**src/sv/scp_pkg.sv**
```systemverilog
// ----------------------------------------------------------------------------
// scp_pkg
// Types and constants shared by the SHA-1 counter PRNG modules.
// ----------------------------------------------------------------------------
package scp_pkg;

    localparam int unsigned HashBytes = 20;
    localparam int unsigned MaxReq    = 64;

    typedef enum logic [2:0] {
        ST_IDLE,
        ST_HASH,
        ST_ADD,
        ST_FIRST,
        ST_EMIT,
        ST_ERR
    } state_t;

    typedef struct packed {
        logic       seed_we;
        logic       hash_start;
        logic       add_start;
        logic       pos_advance;
    } cmd_t;

    typedef struct packed {
        logic       hash_done;
        logic       add_done;
        logic [4:0] pos;
    } status_t;

    function automatic logic [31:0] round_k(input logic [6:0] t);
        logic [31:0] k;
        begin
            if (t < 7'd20)
            begin
                k = 32'h5A827999;
            end
            else if (t < 7'd40)
            begin
                k = 32'h6ED9EBA1;
            end
            else if (t < 7'd60)
            begin
                k = 32'h8F1BBCDC;
            end
            else
            begin
                k = 32'hCA62C1D6;
            end
            return k;
        end
    endfunction

    function automatic logic [31:0] round_f(input logic [6:0] t, input logic [31:0] b,
                                            input logic [31:0] c, input logic [31:0] d);
        logic [31:0] f;
        begin
            if (t < 7'd20)
            begin
                f = (b & c) | (~b & d);
            end
            else if (t < 7'd40 || t >= 7'd60)
            begin
                f = b ^ c ^ d;
            end
            else
            begin
                f = (b & c) | (b & d) | (c & d);
            end
            return f;
        end
    endfunction

endpackage

```
**src/sv/sha1_counter_prng.sv**
```systemverilog
// ----------------------------------------------------------------------------
// sha1_counter_prng
// Hash-based pseudo-random byte generator with a 20-byte seed state.
// ----------------------------------------------------------------------------
// Input channel (in_valid/in_ready): mode 1 loads one seed byte, mode 0
// requests 1..64 random bytes. Output channel (out_valid/out_ready) returns
// one word per byte, last_byte marking the final one of a request; a request
// before byte 19 was seeded returns a single word with unseeded_error set.
// Bytes are read from the digest buffer; when the read position is zero
// the block runs an 80-round SHA-1 compression (one round a cycle)
// followed by a byte-serial state update. A new input word is taken only
// after the previous request's last word is registered on the output.
// Reset clears the seed state, the digest buffer, the read position and
// the seeded flag. A stalled receiver holds the output register and byte
// emission waits, but a hash and state update can still run meanwhile.
// ----------------------------------------------------------------------------
module sha1_counter_prng (
    input  logic       clk,
    input  logic       rst_n,
    input  logic       in_valid,
    output logic       in_ready,
    input  logic       mode,
    input  logic [6:0] byte_count,
    input  logic [4:0] seed_index,
    input  logic [7:0] seed_byte,
    output logic       out_valid,
    input  logic       out_ready,
    output logic [7:0] random_byte,
    output logic       unseeded_error,
    output logic       last_byte
);

    scp_pkg::cmd_t    cmd;
    scp_pkg::status_t status;
    logic [7:0]       buf_byte;

    scp_ctrl u_ctrl (
        .clk            (clk),
        .rst_n          (rst_n),
        .in_valid       (in_valid),
        .in_ready       (in_ready),
        .mode           (mode),
        .byte_count     (byte_count),
        .seed_index     (seed_index),
        .status         (status),
        .buf_byte       (buf_byte),
        .cmd            (cmd),
        .out_valid      (out_valid),
        .out_ready      (out_ready),
        .random_byte    (random_byte),
        .unseeded_error (unseeded_error),
        .last_byte      (last_byte)
    );

    scp_datapath u_dp (
        .clk        (clk),
        .rst_n      (rst_n),
        .cmd        (cmd),
        .seed_index (seed_index),
        .seed_byte  (seed_byte),
        .status     (status),
        .buf_byte   (buf_byte)
    );

endmodule

```
**src/sv/scp_datapath.sv**
```systemverilog
// ----------------------------------------------------------------------------
// scp_datapath
// Seed state, SHA-1 round engine, byte-serial state update and digest buffer.
// ----------------------------------------------------------------------------
module scp_datapath (
    input  logic             clk,
    input  logic             rst_n,
    input  scp_pkg::cmd_t    cmd,
    input  logic [4:0]       seed_index,
    input  logic [7:0]       seed_byte,
    output scp_pkg::status_t status,
    output logic [7:0]       buf_byte
);

    logic [7:0]   state_reg [scp_pkg::HashBytes];
    logic [159:0] dig_reg;
    logic [31:0]  w_reg [16];
    logic [31:0]  a_reg, b_reg, c_reg, d_reg, e_reg;
    logic [6:0]   rnd_reg;
    logic         hbusy_reg, hdone_reg;
    logic [4:0]   k_reg;
    logic         abusy_reg, adone_reg;
    logic [1:0]   carry_reg;     // signed carry, -2..1
    logic         changed_reg;
    logic [4:0]   pos_reg;

    logic [511:0] blk;
    logic [31:0]  w_new, t_sum;
    logic [7:0]   dig_k;
    logic [9:0]   j_sum;
    logic [7:0]   nb;

    always_comb
    begin
        blk = '0;
        for (int i = 0; i < 20; i++)
        begin
            blk[511 - 8*i -: 8] = state_reg[i];
        end
        blk[511 - 160 -: 8] = 8'h80;
        blk[7:0] = 8'hA0;
    end

    assign w_new = {w_reg[13] ^ w_reg[8] ^ w_reg[2] ^ w_reg[0]} << 1
                 | {31'd0, (w_reg[13][31] ^ w_reg[8][31] ^ w_reg[2][31] ^ w_reg[0][31])};
    assign t_sum = {a_reg[26:0], a_reg[31:27]}
                 + scp_pkg::round_f(rnd_reg, b_reg, c_reg, d_reg)
                 + e_reg + scp_pkg::round_k(rnd_reg) + w_reg[0];

    assign dig_k = dig_reg[159 - 8*k_reg -: 8];

    // sign-extended add of state byte, digest byte and carry
    assign j_sum = {{2{state_reg[k_reg][7]}}, state_reg[k_reg]}
                 + {{2{dig_k[7]}}, dig_k}
                 + {{8{carry_reg[1]}}, carry_reg};
    assign nb = j_sum[7:0];

    always_ff @(posedge clk or negedge rst_n)
    begin
        if (!rst_n)
        begin
            for (int i = 0; i < 20; i++)
            begin
                state_reg[i] <= '0;
            end
            for (int i = 0; i < 16; i++)
            begin
                w_reg[i] <= '0;
            end
            a_reg       <= '0;
            b_reg       <= '0;
            c_reg       <= '0;
            d_reg       <= '0;
            e_reg       <= '0;
            dig_reg     <= '0;
            hbusy_reg   <= 1'b0;
            hdone_reg   <= 1'b0;
            abusy_reg   <= 1'b0;
            adone_reg   <= 1'b0;
            pos_reg     <= '0;
            rnd_reg     <= '0;
            k_reg       <= '0;
            carry_reg   <= '0;
            changed_reg <= 1'b0;
        end
        else
        begin
            hdone_reg <= 1'b0;
            adone_reg <= 1'b0;
            if (cmd.seed_we && seed_index < 5'd20)
            begin
                state_reg[seed_index] <= seed_byte;
            end
            if (cmd.hash_start)
            begin
                for (int i = 0; i < 16; i++)
                begin
                    w_reg[i] <= blk[511 - 32*i -: 32];
                end
                a_reg     <= 32'h67452301;
                b_reg     <= 32'hEFCDAB89;
                c_reg     <= 32'h98BADCFE;
                d_reg     <= 32'h10325476;
                e_reg     <= 32'hC3D2E1F0;
                rnd_reg   <= '0;
                hbusy_reg <= 1'b1;
            end
            else if (hbusy_reg)
            begin
                if (rnd_reg == 7'd80)
                begin
                    dig_reg   <= {a_reg + 32'h67452301, b_reg + 32'hEFCDAB89,
                                  c_reg + 32'h98BADCFE, d_reg + 32'h10325476,
                                  e_reg + 32'hC3D2E1F0};
                    hbusy_reg <= 1'b0;
                    hdone_reg <= 1'b1;
                end
                else
                begin
                    for (int i = 0; i < 15; i++)
                    begin
                        w_reg[i] <= w_reg[i+1];
                    end
                    w_reg[15] <= w_new;
                    e_reg     <= d_reg;
                    d_reg     <= c_reg;
                    c_reg     <= {b_reg[1:0], b_reg[31:2]};
                    b_reg     <= a_reg;
                    a_reg     <= t_sum;
                    rnd_reg   <= rnd_reg + 7'd1;
                end
            end
            if (cmd.add_start)
            begin
                k_reg       <= '0;
                carry_reg   <= 2'd1;
                changed_reg <= 1'b0;
                abusy_reg   <= 1'b1;
            end
            else if (abusy_reg)
            begin
                if (k_reg == 5'd20)
                begin
                    if (!changed_reg)
                    begin
                        state_reg[0] <= state_reg[0] + 8'd1;
                    end
                    abusy_reg <= 1'b0;
                    adone_reg <= 1'b1;
                end
                else
                begin
                    state_reg[k_reg] <= nb;
                    if (nb != state_reg[k_reg])
                    begin
                        changed_reg <= 1'b1;
                    end
                    carry_reg <= j_sum[9:8];
                    k_reg     <= k_reg + 5'd1;
                end
            end
            if (cmd.pos_advance)
            begin
                pos_reg <= (pos_reg == 5'd19) ? 5'd0 : pos_reg + 5'd1;
            end
        end
    end

    assign status.hash_done = hdone_reg;
    assign status.add_done  = adone_reg;
    assign status.pos       = pos_reg;
    assign buf_byte         = dig_reg[159 - 8*pos_reg -: 8];

endmodule

```
**src/sv/scp_ctrl.sv**
```systemverilog
// ----------------------------------------------------------------------------
// scp_ctrl
// Request sequencer: accepts words, starts hash and update, emits bytes.
// ----------------------------------------------------------------------------
module scp_ctrl (
    input  logic             clk,
    input  logic             rst_n,
    input  logic             in_valid,
    output logic             in_ready,
    input  logic             mode,
    input  logic [6:0]       byte_count,
    input  logic [4:0]       seed_index,
    input  scp_pkg::status_t status,
    input  logic [7:0]       buf_byte,
    output scp_pkg::cmd_t    cmd,
    output logic             out_valid,
    input  logic             out_ready,
    output logic [7:0]       random_byte,
    output logic             unseeded_error,
    output logic             last_byte
);

    scp_pkg::state_t state_reg, state_next;
    logic [6:0] left_reg, left_next;
    logic       seeded_reg;
    logic       ov_reg, ov_next;
    logic [7:0] rb_reg, rb_next;
    logic       err_reg, err_next, last_reg, last_next;
    logic       fire;
    logic [6:0] n_sat;

    assign fire  = in_valid && in_ready;
    assign n_sat = (byte_count > 7'd64) ? 7'd64 : byte_count;

    always_ff @(posedge clk or negedge rst_n)
    begin
        if (!rst_n)
        begin
            state_reg  <= scp_pkg::ST_IDLE;
            left_reg   <= '0;
            seeded_reg <= 1'b0;
            ov_reg     <= 1'b0;
        end
        else
        begin
            state_reg <= state_next;
            left_reg  <= left_next;
            ov_reg    <= ov_next;
            if (fire && mode && seed_index == 5'd19)
            begin
                seeded_reg <= 1'b1;
            end
        end
    end

    always_ff @(posedge clk)
    begin
        rb_reg   <= rb_next;
        err_reg  <= err_next;
        last_reg <= last_next;
    end

    always_comb
    begin
        state_next = state_reg;
        left_next  = left_reg;
        ov_next    = ov_reg && !out_ready;
        rb_next    = rb_reg;
        err_next   = err_reg;
        last_next  = last_reg;
        cmd        = '0;
        in_ready   = 1'b0;
        case (state_reg)
            scp_pkg::ST_IDLE:
            begin
                in_ready = 1'b1;
                if (in_valid)
                begin
                    if (mode)
                    begin
                        cmd.seed_we = 1'b1;
                    end
                    else if (!seeded_reg)
                    begin
                        state_next = scp_pkg::ST_ERR;
                    end
                    else if (n_sat != 7'd0)
                    begin
                        left_next  = n_sat;
                        state_next = scp_pkg::ST_EMIT;
                    end
                end
            end
            scp_pkg::ST_ERR:
            begin
                if (!ov_reg || out_ready)
                begin
                    ov_next    = 1'b1;
                    rb_next    = '0;
                    err_next   = 1'b1;
                    last_next  = 1'b1;
                    state_next = scp_pkg::ST_IDLE;
                end
            end
            scp_pkg::ST_EMIT:
            begin
                if (status.pos == 5'd0)
                begin
                    cmd.hash_start = 1'b1;
                    state_next     = scp_pkg::ST_HASH;
                end
                else if (!ov_reg || out_ready)
                begin
                    ov_next         = 1'b1;
                    rb_next         = buf_byte;
                    err_next        = 1'b0;
                    last_next       = (left_reg == 7'd1);
                    cmd.pos_advance = 1'b1;
                    left_next       = left_reg - 7'd1;
                    if (left_reg == 7'd1)
                    begin
                        state_next = scp_pkg::ST_IDLE;
                    end
                end
            end
            scp_pkg::ST_HASH:
            begin
                if (status.hash_done)
                begin
                    cmd.add_start = 1'b1;
                    state_next    = scp_pkg::ST_ADD;
                end
            end
            scp_pkg::ST_ADD:
            begin
                if (status.add_done)
                begin
                    state_next = scp_pkg::ST_FIRST;
                end
            end
            scp_pkg::ST_FIRST:
            begin
                // emit byte 0 of the fresh digest, then resume
                if (!ov_reg || out_ready)
                begin
                    ov_next         = 1'b1;
                    rb_next         = buf_byte;
                    err_next        = 1'b0;
                    last_next       = (left_reg == 7'd1);
                    cmd.pos_advance = 1'b1;
                    left_next       = left_reg - 7'd1;
                    state_next      = (left_reg == 7'd1) ? scp_pkg::ST_IDLE
                                                         : scp_pkg::ST_EMIT;
                end
            end
            default:
            begin
                state_next = scp_pkg::ST_IDLE;
            end
        endcase
    end

    assign out_valid      = ov_reg;
    assign random_byte    = rb_reg;
    assign unseeded_error = err_reg;
    assign last_byte      = last_reg;

endmodule

```
**config.mk**
```make
export PLATFORM = sky130hd
export DESIGN_NAME = sha1_counter_prng
export DESIGN_NICKNAME = d
export VERILOG_FILES = /design/src/sv/scp_pkg.sv /design/src/sv/sha1_counter_prng.sv /design/src/sv/scp_datapath.sv /design/src/sv/scp_ctrl.sv
export SDC_FILE = /design/constraint.sdc
export NUM_CORES = 2
export LEC_CHECK = 0
export BUFFER_PORTS_ARGS = -buffer_cell sky130_fd_sc_hd__buf_2
export CORE_MARGIN = 5
export CORE_UTILIZATION = 45
export DETAILED_ROUTE_END_ITERATION = 6
export PLACE_DENSITY = 0.66
export SLEW_MARGIN = 20
export SYNTH_ARGS = -nofsm -noshare
export SYNTH_HDL_FRONTEND = slang
export SYNTH_SLANG_ARGS = --single-unit
```
**constraint.sdc**
```tcl
create_clock -name clk -period 7.5 [get_ports clk]
set_input_delay 0 -clock clk [delete_from_list [all_inputs] [get_ports clk]]
set_output_delay 0 -clock clk [all_outputs]
set_load 0.03 [all_outputs]
```
==> impl_metrics.json <==
{
  "clock-skew-final_ns": 0.0529,
  "mostFrequentLayoutCells": "nand2_1 (1647), dfrtp_1 (1025), a21oi_1 (590)",
  "hold_violations": 0,
  "vias": 45491,
  "final-setup-viol-count": 0,
  "path_max_fanout": 20,
  "ys_warn_count": 0,
  "avgRoutedWirePerCell_microns": 22.4,
  "ys_top_cells_by_area": "dfrtp_1 (46%), nand2_1 (11%), mux4_2 (5.5%)",
  "drive_gt1_share_pct": 8.37,
  "ys_ff_latch": 1038,
  "synth_fp_nets": 6438,
  "final_max_slew_viol_count": 0,
  "grt.overflow.total": 0,
  "grt_use_total_pct": 26.1,
  "core_area_sq_mm": 0.125,
  "port-buffer-count": 36,
  "initial_core_util_pct": 45.1,
  "period_minus_slack_ns": 6.40,
  "grt_pass1_wl_mm": 268,
  "ys_seq_area_share_pct": 46.0,
  "maxCapViolCount": 0,
  "tightest_slew_ns": 1.20,
  "cpMostUsedCell": "inv_1",
  "area_growth_syn_to_layout_pct": 10.1,
  "synth_cell_types": 77,
  "cts_buffers": 110,
  "critPathCaptureType": "register",
  "die_w_microns": 364,
  "synth_area_per_cell_sq_um": 9.10,
  "syn_area_sq_mm": 0.0565,
  "rows": 130,
  "clkTransAtPathRegs_ns": 0.06,
  "grt_pass1_vias": 43167,
  "place_congestion": 0.948,
  "crit_required_ns": 8.16,
  "cts_sinks": 1038,
  "final_area_sq_mm": 0.0622,
  "post-route-drc-count": 0,
  "syn_inst": 6211,
  "placed_cell_area_sq_mm": 0.0579,
  "setup_tns_ns": 0,
  "cpMaxStageDelayCell": "fa_1",
  "max_stage_delay_ns": 0.57,
  "crit_family": "adder cells",
  "synth_edf_count": 10,
  "ant_nets": 0,
  "dpl_worst_slack_ns": 1.24,
  "synth_ff_type": "dfrtp_1",
  "dr.pass1.iters": 6,
  "path_cells": "and3_1 > or3_1 > inv_1 > buf_4 > nand2_1 > nand3_1 > o21ai_0 > fa_1 > inv_1 > fa_1 > inv_1 > fa_1 > inv_1 > ha_1 > a21o_1 > a21oi_1 > o221ai_1 > a221oi_2 > o211a_1 > nor2_1 > a41o_1 > nor4b_2 > o22a_1",
  "synthArstFlopShare_pct": 99.0,
  "die-area_sq_mm": 0.133,
  "fin_crit_sh_pct": 85.3,
  "rsz0062_at_grt": "no",
  "clkLatencyLatePin_ns": 0.76,
  "routed_wl_mm": 174,
  "cts_buffer_depth": 3,
  "final_common_cell": "nand2_1",
  "max_freq_ghz": 0.156,
  "setup_ws_ns": 1.10,
  "layout.nets": 6250,
  "arrival_ns": 7.06,
  "start_kind": "register",
  "path_buf_inv": 5,
  "grt_antenna_before_repair": 3,
  "h-tree-depth": 3,
  "relSlewSlack_pct": 19.7,
  "initialDrtViolationCount": 5443,
  "worstHoldPathType": "in -> reg",
  "grt_max_degree": 228,
  "largest_reg_flops": 512,
  "root_buffer": "clkbuf_16",
  "status": "completed",
  "die_y_microns": 364,
  "post_cts_buffers": 0,
  "critPathKind": "reg -> reg",
  "vias_per_cell": 5.85,
  "synth_area_leader_cell": "dfrtp_1",
  "cts_tree": "built",
  "synthDominantCellAreaShare_pct": 45.5,
  "ioPinCount": 37,
  "hpwl_mm": 119,
  "holdWs_ns": 0.0600
}
==> repair_timing <==
action,4_1_cts,5_1_grt
hold buffers,28,0
gates resized for setup,0,0
hold endpoints to repair,334,0
==> final timing paths <==
path | cells after the start | from | slack [ns] | to
setup / recovery | 23 | u_dp.rnd_reg[2]$_DFFE_PN0P_ | 1.10 | u_dp.a_reg[30]$_DFFE_PN0P_
hold / removal | 4 | mode | 0.06 | u_ctrl.left_reg[1]$_DFFE_PN0P_
setup reg to reg | 23 | u_dp.rnd_reg[2]$_DFFE_PN0P_ | 1.10 | u_dp.a_reg[30]$_DFFE_PN0P_
hold reg to reg | 2 | u_dp.w_reg[130]$_DFFE_PN0P_ | 0.48 | u_dp.w_reg[162]$_DFFE_PN0P_
max in group asynchronous | 5 | rst_n | 5.40 | u_dp.w_reg[84]$_DFFE_PN0P_
min in group asynchronous | 4 | rst_n | 0.52 | u_dp.dig_reg[95]$_DFFE_PN0P_
==> cell usage after synthesis (9+ instances only) <==
library cell / count
o21ai_0: 274
a31oi_1: 191
mux2i_1: 145
o31ai_1: 15
nand3_1: 116
and3_1: 15
xnor2_1: 212
a211oi_1: 56
mux2_2: 31
dfrtp_1: 1028
a21o_1: 28
o211ai_1: 34
o21a_1: 19
fa_1: 121
mux4_2: 137
or3_1: 9
a22oi_1: 23
clkbuf_1: 364
buf_1: 45
ha_1: 81
nor2b_1: 29
nand2b_1: 13
inv_1: 223
a21oi_1: 591
nor3_1: 45
edfxtp_1: 10
nor2_1: 452
nor4_1: 10
xor2_1: 68
nor2_2: 15
o21bai_1: 13
buf_2: 15
or2_2: 10
nand4_1: 13
nand2_1: 1648
==> layout make-up <==
| type | count | area (sq um) |
|---|---|---|
| Multi-Input combinational cell | 4518 | 28100 |
| Clock buffer | 153 | 3180 |
| Inverter | 226 | 848 |
| Sequential cell | 1038 | 26000 |
| Antenna cell | 2 | 5.00 |
| Clock inverter | 56 | 898 |
| Tap cell | 1650 | 2060 |
| Fill cell | 11500 | 63000 |
| Timing Repair Buffer | 129 | 1140 |
==> metrics by stage <==
stage          std cells  util (%)
5_1_grt             7771      49.7
4_1_cts             7770      49.7
2_1_floorplan       6211         -
3_3_place_gp        7533      46.2
6_report            7772      49.7
3_5_place_dp        7533      46.2
==> per-layer routing <==
layer	track usage [%]	share of wire, %	vias to the layer above
li1	-	-	20537
met1	38.2	43	22669
met2	38.2	43	1958
met3	5.65	10	327
met4	10.0	4.1	0
met5	0	0	-
==> logic make-up after synthesis <==
kind of cell,share of synthesized area [%]
adder cells (fa/ha/maj),6.08
AO/OA/AOI/OAI,13.4
multiplexers,8.64
buffers and inverters,4.40
AND/OR/NAND/NOR,17.1
flip-flops,46.0
XOR/XNOR,4.34
==> worst reg2reg max path: stages (launching register included) <==
cell      delay [ns]
dfrtp_1         0.43
and3_1          0.26
or3_1           0.37
inv_1           0.34
buf_4           0.35
nand2_1         0.09
nand3_1         0.08
o21ai_0         0.14
fa_1            0.57
inv_1           0.06
fa_1            0.53
inv_1           0.06
fa_1            0.52
inv_1           0.04
ha_1            0.38
a21o_1          0.23
a21oi_1         0.20
o221ai_1        0.19
a221oi_2        0.46
o211a_1         0.22
nor2_1          0.07
a41o_1          0.28
nor4b_2         0.29
o22a_1          0.19
Power is not shown: default switching activity piles up to over one toggle a cycle in this logic, so the estimate is an artifact.
